$ cat src/sv/assert_macros.svh
// assertion helpers shared by the rtl files
`ifndef ASSERT_MACROS_SVH
`define ASSERT_MACROS_SVH
`ifndef SYNTHESIS
// property checked on every rising edge outside reset
`define MGD_ASSERT(lbl, clk, rst_n, prop, msg) \
	lbl: assert property (@(posedge clk) disable iff (!rst_n) prop) else $error(msg);
// condition that must never hold
`define MGD_NEVER(lbl, clk, rst_n, cond, msg) \
	`MGD_ASSERT(lbl, clk, rst_n, !(cond), msg)
`else
`define MGD_ASSERT(lbl, clk, rst_n, prop, msg)
`define MGD_NEVER(lbl, clk, rst_n, cond, msg)
`endif
`endif

$ cat src/sv/mgd_pkg.sv
`timescale 1ns / 1ps
// ----------------------------------------------------------------------------
// mgd_pkg
// types, codes and constants of the masked grid diffusion block
// ----------------------------------------------------------------------------
package mgd_pkg;

	localparam int DEF_MAX_COLS = 256;
	localparam int DEF_MAX_ROWS = 256;

	localparam int P_W    = 18;
	localparam int GAIN_W = 16;
	localparam int LAP_W  = 21;
	localparam int PROD_W = 38;
	localparam int NV_W   = 23;
	localparam int DIM_W  = 11;

	localparam logic signed [P_W-1:0] ONE_Q12 = 18'sd4096;
	localparam logic signed [NV_W-1:0] P_MAX = 23'sd131071;
	localparam logic signed [NV_W-1:0] P_MIN = -23'sd131072;

	localparam logic [8:0]  RST_COLS = 9'd240;
	localparam logic [8:0]  RST_ROWS = 9'd160;
	localparam logic [15:0] RST_GAIN = 16'd13107;

	// register indexes of the config port
	localparam logic [1:0] REG_COLS = 2'd0;
	localparam logic [1:0] REG_ROWS = 2'd1;
	localparam logic [1:0] REG_GAIN = 2'd2;

	typedef enum logic [1:0] {
		ACT_LOAD  = 2'd0,
		ACT_SWEEP = 2'd1,
		ACT_READ  = 2'd2
	} action_t;

	typedef enum logic [1:0] {
		ST_IDLE,
		ST_READ,
		ST_SWEEP,
		ST_DRAIN
	} state_t;

	typedef enum logic [1:0] {
		RSP_ZERO,
		RSP_RANGE,
		RSP_READ,
		RSP_SWEEP
	} rsp_src_t;

	typedef struct packed {
		logic                  wall;
		logic signed [P_W-1:0] pressure;
	} cell_t;

	typedef struct packed {
		logic     load_we;
		logic     sweep_start;
		logic     sweep_issue;
		logic     rsp_ld;
		rsp_src_t rsp_src;
	} ctl_cmd_t;

	typedef struct packed {
		logic in_range;
		logic small_grid;
		logic issue_last;
		logic pipe_busy;
	} ctl_status_t;

endpackage

$ cat src/sv/mgd_ctrl.sv
`timescale 1ns / 1ps
// ----------------------------------------------------------------------------
// mgd_ctrl
// sequencer for load, read and sweep requests and the response slot
// ----------------------------------------------------------------------------
`include "assert_macros.svh"
module mgd_ctrl (
	input  logic                 clk,
	input  logic                 arst_n,
	input  logic                 req_valid,
	input  logic [1:0]           req_action,
	output logic                 req_ready,
	input  logic                 rsp_ready,
	output logic                 rsp_valid,
	input  mgd_pkg::ctl_status_t sts,
	output mgd_pkg::ctl_cmd_t    cmd
);

	mgd_pkg::state_t state_q, state_nx;
	logic rsp_valid_q;
	logic req_fire;

	assign req_ready = (state_q == mgd_pkg::ST_IDLE) && (!rsp_valid_q || rsp_ready);
	assign req_fire  = req_valid && req_ready;
	assign rsp_valid = rsp_valid_q;

	// next state
	always_comb begin
		state_nx = state_q;
		unique case (state_q)
			mgd_pkg::ST_IDLE: begin
				if (req_fire) begin
					priority case (req_action)
						mgd_pkg::ACT_READ:  if (sts.in_range) state_nx = mgd_pkg::ST_READ;
						mgd_pkg::ACT_SWEEP: if (!sts.small_grid) state_nx = mgd_pkg::ST_SWEEP;
						default:            state_nx = mgd_pkg::ST_IDLE;
					endcase
				end
			end
			mgd_pkg::ST_READ:  state_nx = mgd_pkg::ST_IDLE;
			mgd_pkg::ST_SWEEP: if (sts.issue_last) state_nx = mgd_pkg::ST_DRAIN;
			mgd_pkg::ST_DRAIN: if (!sts.pipe_busy) state_nx = mgd_pkg::ST_IDLE;
			default:           state_nx = mgd_pkg::ST_IDLE;
		endcase
	end

	// commands to the datapath
	always_comb begin
		cmd = '0;
		cmd.rsp_src = mgd_pkg::RSP_ZERO;
		unique case (state_q)
			mgd_pkg::ST_IDLE: begin
				if (req_fire) begin
					priority case (req_action)
						mgd_pkg::ACT_LOAD: begin
							cmd.load_we = sts.in_range;
							cmd.rsp_ld  = 1'b1;
							cmd.rsp_src = sts.in_range ? mgd_pkg::RSP_ZERO : mgd_pkg::RSP_RANGE;
						end
						mgd_pkg::ACT_READ: begin
							cmd.rsp_ld  = !sts.in_range;
							cmd.rsp_src = mgd_pkg::RSP_RANGE;
						end
						mgd_pkg::ACT_SWEEP: begin
							cmd.sweep_start = 1'b1;
							cmd.rsp_ld      = sts.small_grid;
						end
						default: cmd.rsp_ld = 1'b1;
					endcase
				end
			end
			mgd_pkg::ST_READ: begin
				cmd.rsp_ld  = 1'b1;
				cmd.rsp_src = mgd_pkg::RSP_READ;
			end
			mgd_pkg::ST_SWEEP: cmd.sweep_issue = 1'b1;
			mgd_pkg::ST_DRAIN: begin
				cmd.rsp_ld  = !sts.pipe_busy;
				cmd.rsp_src = mgd_pkg::RSP_SWEEP;
			end
			default: cmd = '0;
		endcase
	end

	// state and response slot
	always_ff @(posedge clk or negedge arst_n) begin
		if (!arst_n) begin
			state_q     <= mgd_pkg::ST_IDLE;
			rsp_valid_q <= 1'b0;
		end else begin
			state_q <= state_nx;
			if (cmd.rsp_ld) rsp_valid_q <= 1'b1;
			else if (rsp_ready) rsp_valid_q <= 1'b0;
		end
	end

	`MGD_NEVER(a_ld_full, clk, arst_n, cmd.rsp_ld && rsp_valid_q && !rsp_ready, "response slot overrun")
	`MGD_ASSERT(a_drain_after_sweep, clk, arst_n, (state_q == mgd_pkg::ST_DRAIN) |-> ($past(state_q) == mgd_pkg::ST_SWEEP || $past(state_q) == mgd_pkg::ST_DRAIN), "drain not entered from sweep")
	`MGD_ASSERT(a_read_resp, clk, arst_n, (state_q == mgd_pkg::ST_READ) |=> rsp_valid_q, "read gave no response")

endmodule

$ cat config.mk
export PLATFORM = sky130hd
export DESIGN_NAME = mgd_ctrl
export DESIGN_NICKNAME = d
export VERILOG_FILES = /design/src/sv/mgd_pkg.sv /design/src/sv/mgd_ctrl.sv
export VERILOG_INCLUDE_DIRS = /design/src /design/src/sv
export SDC_FILE = /design/constraint.sdc
export NUM_CORES = 1
export LEC_CHECK = 0
export ABC_CLOCK_PERIOD_IN_PS = 2800
export BUFFER_PORTS_ARGS = -buffer_cell sky130_fd_sc_hd__buf_4
export CAP_MARGIN = 20
export CORE_AREA = 10 10 47 49
export DETAILED_ROUTE_END_ITERATION = 16
export DIE_AREA = 0 0 57 59
export PLACE_DENSITY = 0.46
export SLEW_MARGIN = 10
export SYNTH_ARGS = -nofsm -noshare
export SYNTH_HDL_FRONTEND = slang
export SYNTH_SLANG_ARGS = --single-unit
$ cat constraint.sdc
create_clock -name clk -period 2.8 [get_ports clk]
set_input_delay 0.28 -clock clk [delete_from_list [all_inputs] [get_ports clk]]
set_output_delay 0.28 -clock clk [all_outputs]
set_load 0.03 [all_outputs]
==> metrics.yaml, run 1 <==
logic_synthesis:
  synthCells: 39
  synth_top_area_share_pct: 23.7
  synth.avg_cell_area_sq_um: 8.12
  synth_edf_count: 0
  postSynth.asyncResetShare_pct: 100
  yosysUniqueCellTypes: 20
  ys_ff_latch: 3
  ys.flop_type: "dfrtp_1"
  yosysMostFrequentCell: "nand2_1"
  yosys-top-cells-area: "dfrtp_1, ha_1, nand2_1"
  synth_area_sq_um: 317
  ys_warn_count: 0
  yosysTopAreaCell: "dfrtp_1"
  synth_nets: 54
  ys_top_cells_by_count: "nand2_1, ha_1, inv_1"
  synth-seq-area-share_pct: 23.7
hold_path:
  min_path_cells: 3
  holdPathEnd: "state_q[0]$_DFFE_PN0P_"
  min_from: "sts[1]"
  hold_path.class: "in2reg"
sta:
  period_minus_slack_ns: 1.80
  tns_ns: 0
  holdWs_ns: 0.349
  tightest_slew_ns: 0.361
  clock.fmax_mhz: 557
  slew-limit-headroom_pct: 75.3
  maxSlewViolCount: 0
  post-route-period-util_pct: 64.1
  finalClockSkew_ns: 0.00345
  finalHoldViolations: 0
  setup_viol: 0
  grt_setup_unrepaired: "no"
floorplan:
  die_y_um: 59
  die_area_sq_mm: 0.00336
  die_x_um: 57
  start_util_pct: 22.6
  rows: 14
  pin_count: 18
  core_sq_mm: 0.00140
global_route:
  busiest_layer: "met2"
  gr-total-overflow: 0
  grt_pass1_wl_um: 1500
  grt_pass1_vias: 355
  track_usage_pct: 5.46
  gr-usage-met1_pct: 6.57
  grt_antenna_before_repair: 0
  grtUsageMet2_pct: 7.44
  grt_max_degree: 9
  gr-usage-met3_pct: 3.00
setup_path:
  cpMaxStageDelayCell: "dfrtp_1"
  crit_arrival_ns: 1.52
  crit_fanout: 8
  crit_path_end_kind: "primary output"
  critPathLaunch: "state_q[1]$_DFFE_PN0P_"
  crit_chain: "nand2b_4 -> or3_4 -> o21ai_1 -> buf_4"
  worstReg2RegEnd: "rsp_valid$_DFFE_PN0P_"
  r2r_slack_ns: 1.63
  reg2reg_depth: 3
  required_ns: 2.52
  path_buf_inv: 1
  critPathKind: "reg2out"
  path_depth: 4
  start_kind: "flop"
  crit_family: "simple AND/OR/NAND/NOR gates"
  worstReg2RegStart: "state_q[1]$_DFFE_PN0P_"
  cp_slowest_stage_delay_ns: 0.44
clock_tree:
  postCtsSetupRepairBufs: 0
  clkSinkCount: 3
  cts_root_buffer: "clkbuf_4"
  numCtsBuffers: 3
  postCtsHoldBufs: 1
  cts_resized: 0
  cts_max_level: 1
  cts_buffer_depth: 2
  clkTransAtPathRegs_ns: 0.04
  cts_tree: "done"
  worstSkewPairLatency_ns: 0.23
detailed_routing:
  antenna_left: 0
  num_vias: 330
  avgRoutedWirePerCell_um: 11.9
  drt_wl_total_um: 903
  drc_errors: 0
  drtIter0Drc: 1
  avgViaCountPerCell: 4.34
  dr.pass1.iters: 3
cells_and_area:
  n_fill_cell: 160
  area_growth_syn_to_layout_pct: 56.9
  n_antenna_cell: 0
  drive_gt1_share_pct: 36.7
  stdcell_area_sq_um: 497
  fin_nets: 76
  final_cells: 76
placement:
  placed_cell_area_sq_um: 460
  port_buffers: 17
  dpl.cell_count: 71
  place_congestion: 0.701
pwr:
  finalPower_uw: 407
  p_leak_nw: 0.257
  vdd_drop_max_v: 0.000436
  p_per_area_mw_per_mm2: 820
job:
  maxCapViolations: 0
run_status:
  status: "complete, no violations"
==> worst register-to-register path, stage by stage (launching register included) <==
cell	delay [ns]
dfrtp_1	0.44
nand2b_4	0.17
or3_4	0.34
o21ai_1	0.14
==> metrics by stage <==
step	utilization [%]	setup slack (ns)
after CTS	35.4	0.988
after global routing	35.4	0.926
final	35.4	1.00
after detailed placement	32.9	1.21
after global placement	32.9	1.24
after floorplan	-	0.698
==> report_power, final <==
group	leakage (nW)	switching [mW]	internal, mW
logic	0.205	0.144	0.102
clock network	0.0150	0.0232	0.0534
registers	0.0380	0.0229	0.0616
total	0.257	0.190	0.217
==> registers in the layout (all words and copies together), names as in the netlist <==
name and count:
rsp_valid 1, state_q 2
==> routing by layer <==
| metal | up-vias | wire length (um) |
|---|---|---|
| li1 | 176 | - |
| met1 | 140 | 419 |
| met2 | 14 | 400 |
| met3 | 0 | 83 |
| met4 | 0 | 0 |
| met5 | - | 0 |
==> area by class of cell <==
cell class / count / area [sq um] / area share [%]
Clock buffer: 4 / 26.3 / 5.29
Tap cell: 16 / 20.0 / 4.03
Sequential cell: 3 / 75.1 / 15.1
Multi-Input combinational cell: 31 / 223 / 44.8
Timing Repair Buffer: 18 / 138 / 27.7
Inverter: 4 / 15.0 / 3.02
==> placed cells by master, fill, tap and decap left out <==
master and n:
a2111oi_0 1, a21o_1 1, dfrtp_1 3, a221oi_1 1
buf_4 17, and3_1 1, nor3_1 1, clkbuf_1 1
a21boi_0 1, inv_1 4, a2111o_1 1, o21ai_0 1
ha_1 5, clkbuf_4 3, dlygate4sd3_1 1, a21oi_1 2
nand2b_4 1, nand2_1 6, o21a_1 1, nor2_1 2
nor2b_1 2, o21ai_1 3, or3_4 1
==> worst max path at each step <==
stage | end | slack, ns
2_1_floorplan | cmd[4] | 0.70
3_3_place_gp | cmd[2] | 1.24
3_5_place_dp | cmd[2] | 1.21
4_1_cts | cmd[0] | 0.99
5_1_grt | cmd[0] | 0.93
6_report | cmd[0] | 1.00
==> cells by family after synthesis <==
group,Yosys count,synth area share [%]
AO/OA/AOI/OAI,12,25.7
adder cells (fa/ha/maj),5,19.8
buffers and inverters,5,5.93
flip-flops,3,23.7
AND/OR/NAND/NOR,14,24.9
Power figures use the tool's default switching activity.
==> run 2: changes to the inputs <==
--- a/config.mk
+++ b/config.mk
@@ -6,13 +6,13 @@
 export SDC_FILE = /design/constraint.sdc
 export NUM_CORES = 1
 export LEC_CHECK = 0
-export ABC_CLOCK_PERIOD_IN_PS = 2800
+export ABC_CLOCK_PERIOD_IN_PS = 1500
 export BUFFER_PORTS_ARGS = -buffer_cell sky130_fd_sc_hd__buf_4
 export CAP_MARGIN = 20
 export CORE_AREA = 10 10 47 49
 export DETAILED_ROUTE_END_ITERATION = 16
 export DIE_AREA = 0 0 57 59
-export PLACE_DENSITY = 0.46
+export PLACE_DENSITY = 0.48
 export SLEW_MARGIN = 10
 export SYNTH_ARGS = -nofsm -noshare
 export SYNTH_HDL_FRONTEND = slang
==> constraint.sdc (replaced) <==
create_clock -name clk -period 1.5 [get_ports clk]
set_input_delay 0.15 -clock clk [delete_from_list [all_inputs] [get_ports clk]]
set_output_delay 0.15 -clock clk [all_outputs]
set_load 0.03 [all_outputs]
==> metrics.yaml, run 2 (synthesized netlist as in run 1, its figures left out) <==
run_status:
  status: "finished, violations left"
  violations: "negative setup slack"
setup_path:
  crit_arrival_ns: 1.45
  crit_chain: "nand2b_4 -> or3_4 -> o21ai_4 -> buf_6"
  reg2reg_depth: 5
  r2r_slack_ns: 0.10
  worstReg2RegEnd: "state_q[1]$_DFFE_PN0P_"
  crit_family: "simple AND/OR/NAND/NOR gates"
  worstReg2RegStart: "rsp_valid$_DFFE_PN0P_"
  path_depth: 4
  start_kind: "flop"
  crit_fanout: 4
  cpMaxStageDelayCell: "or3_4"
  critPathKind: "reg2out"
  cp_slowest_stage_delay_ns: 0.42
  path_buf_inv: 1
  crit_path_end_kind: "primary output"
  critPathLaunch: "state_q[1]$_DFFE_PN0P_"
  required_ns: 1.35
  cp-endpoint: "cmd[0]"
detailed_routing:
  antenna_left: 0
  drc_errors: 0
  drt_wl_total_um: 1020
  avgViaCountPerCell: 4.32
  num_vias: 363
  drtIter0Drc: 6
  avgRoutedWirePerCell_um: 12.2
  dr.pass1.iters: 2
placement:
  place_congestion: 0.716
  port_buffers: 17
  place_hpwl_um: 835
  placed_cell_area_sq_um: 533
clock_tree:
  clkTransAtPathRegs_ns: 0.04
  cts_max_level: 1
  cts_buffer_depth: 2
  worstSkewPairLatency_ns: 0.23
  cts_tree: "done"
  clkSinkCount: 3
  numCtsBuffers: 3
  cts_root_buffer: "clkbuf_4"
cells_and_area:
  n_fill_cell: 144
  n_antenna_cell: 0
  layout_commonest_cell: "buf_4"
  regMostFlops: "state_q"
  fin_nets: 84
  utilization_pct: 44.6
  area_growth_syn_to_layout_pct: 97.6
  stdcell_area_sq_um: 626
  final_cell_mix: "buf_4, nand2_1, ha_1, buf_6, inv_1"
  largest_reg_flops: 2
  drive_gt1_share_pct: 52.9
sta:
  tightest_slew_ns: 0.413
  maxSlewViolCount: 0
  fin_ws_ns: -0.101
  tns_ns: -0.248
  holdWs_ns: 0.222
  setup_viol: 3
  finalHoldViolations: 0
  period_minus_slack_ns: 1.60
  clock.fmax_mhz: 625
  grt_setup_unrepaired: "yes"
  post-route-period-util_pct: 107
  slew-limit-headroom_pct: 71.8
  finalClockSkew_ns: 0.000432
global_route:
  track_usage_pct: 6.26
  gr-total-overflow: 0
  grt_max_degree: 8
  grt_pass1_vias: 401
  grt_pass1_wl_um: 1700
  grt_antenna_before_repair: 0
floorplan:
  rows: 14
  die_x_um: 57
  die_area_sq_mm: 0.00336
  die_y_um: 59
  core_sq_mm: 0.00140
  start_util_pct: 22.6
  pin_count: 18
pwr:
  vdd_drop_max_v: 0.000507
  p_leak_nw: 0.314
  finalPower_uw: 984
  p_per_area_mw_per_mm2: 1570
hold_path:
  hold_path.class: "in2reg"
job:
  maxCapViolations: 0
-- run 2: worst min path at each step --
stage / from / end / slack [ns] / depth (start not counted)
3_5_place_dp: arst_n / state_q[0]$_DFFE_PN0P_ / -0.06 / 1
6_report: sts[1] / state_q[0]$_DFFE_PN0P_ / 0.22 / 3
5_1_grt: arst_n / state_q[1]$_DFFE_PN0P_ / 0.24 / 2
3_3_place_gp: arst_n / state_q[0]$_DFFE_PN0P_ / -0.06 / 1
2_1_floorplan: arst_n / rsp_valid$_DFFE_PN0P_ / -0.15 / 0
4_1_cts: sts[1] / state_q[0]$_DFFE_PN0P_ / 0.22 / 3
-- run 2: worst register-to-register path, stage by stage, from the launching register on --
cell       delay, ns
dfrtp_2         0.39
nor2b_4         0.13
buf_6           0.11
buf_4           0.14
a2111oi_0       0.41
o21a_1          0.16
-- run 2: per-stage QoR --
| step | setup WS [ns] | instances |
|---|---|---|
| final | -0.101 | 84 |
| after floorplan | -0.00192 | 39 |
| after CTS | -0.114 | 82 |
| after global routing | -0.166 | 84 |
| after detailed placement | 0.111 | 75 |
| after global placement | 0.130 | 75 |
-- run 2: power breakdown --
group / internal (mW) / total (mW) / switching [mW]
combinational: 0.337 / 0.703 / 0.366
sequential: 0.118 / 0.138 / 0.0200
clock: 0.0998 / 0.143 / 0.0435
total: 0.555 / 0.984 / 0.429
-- run 2: repair_timing --
| item | CTS | global route |
|---|---|---|
| endpoints found under the hold margin | 3 | 0 |
| buffers inserted | 2 | 2 |
| pin swaps | 3 | 2 |
| gates resized for setup | 4 | 3 |
| hold buffers | 1 | 0 |
| endpoints found under the setup margin | 4 | 6 |
-- run 2: layer usage --
layer  GRT usage [%]  share of wire (%)  vias up
met5               0                  0        -
met4            1.01                  0        0
met3            4.29                9.4        0
met2            10.2                 48       13
met1            6.63                 43      157
li1                -                  -      193
-- run 2: area by class of cell --
| class | instances | area (sq um) | share of cell area [%] |
|---|---|---|---|
| clock buffer | 4 | 26.3 | 4.20 |
| inverter | 4 | 15.0 | 2.40 |
| multi-input combinational | 31 | 272 | 43.4 |
| sequential | 3 | 76.3 | 12.2 |
| tap | 16 | 20.0 | 3.20 |
| timing repair buffer | 26 | 216 | 34.6 |
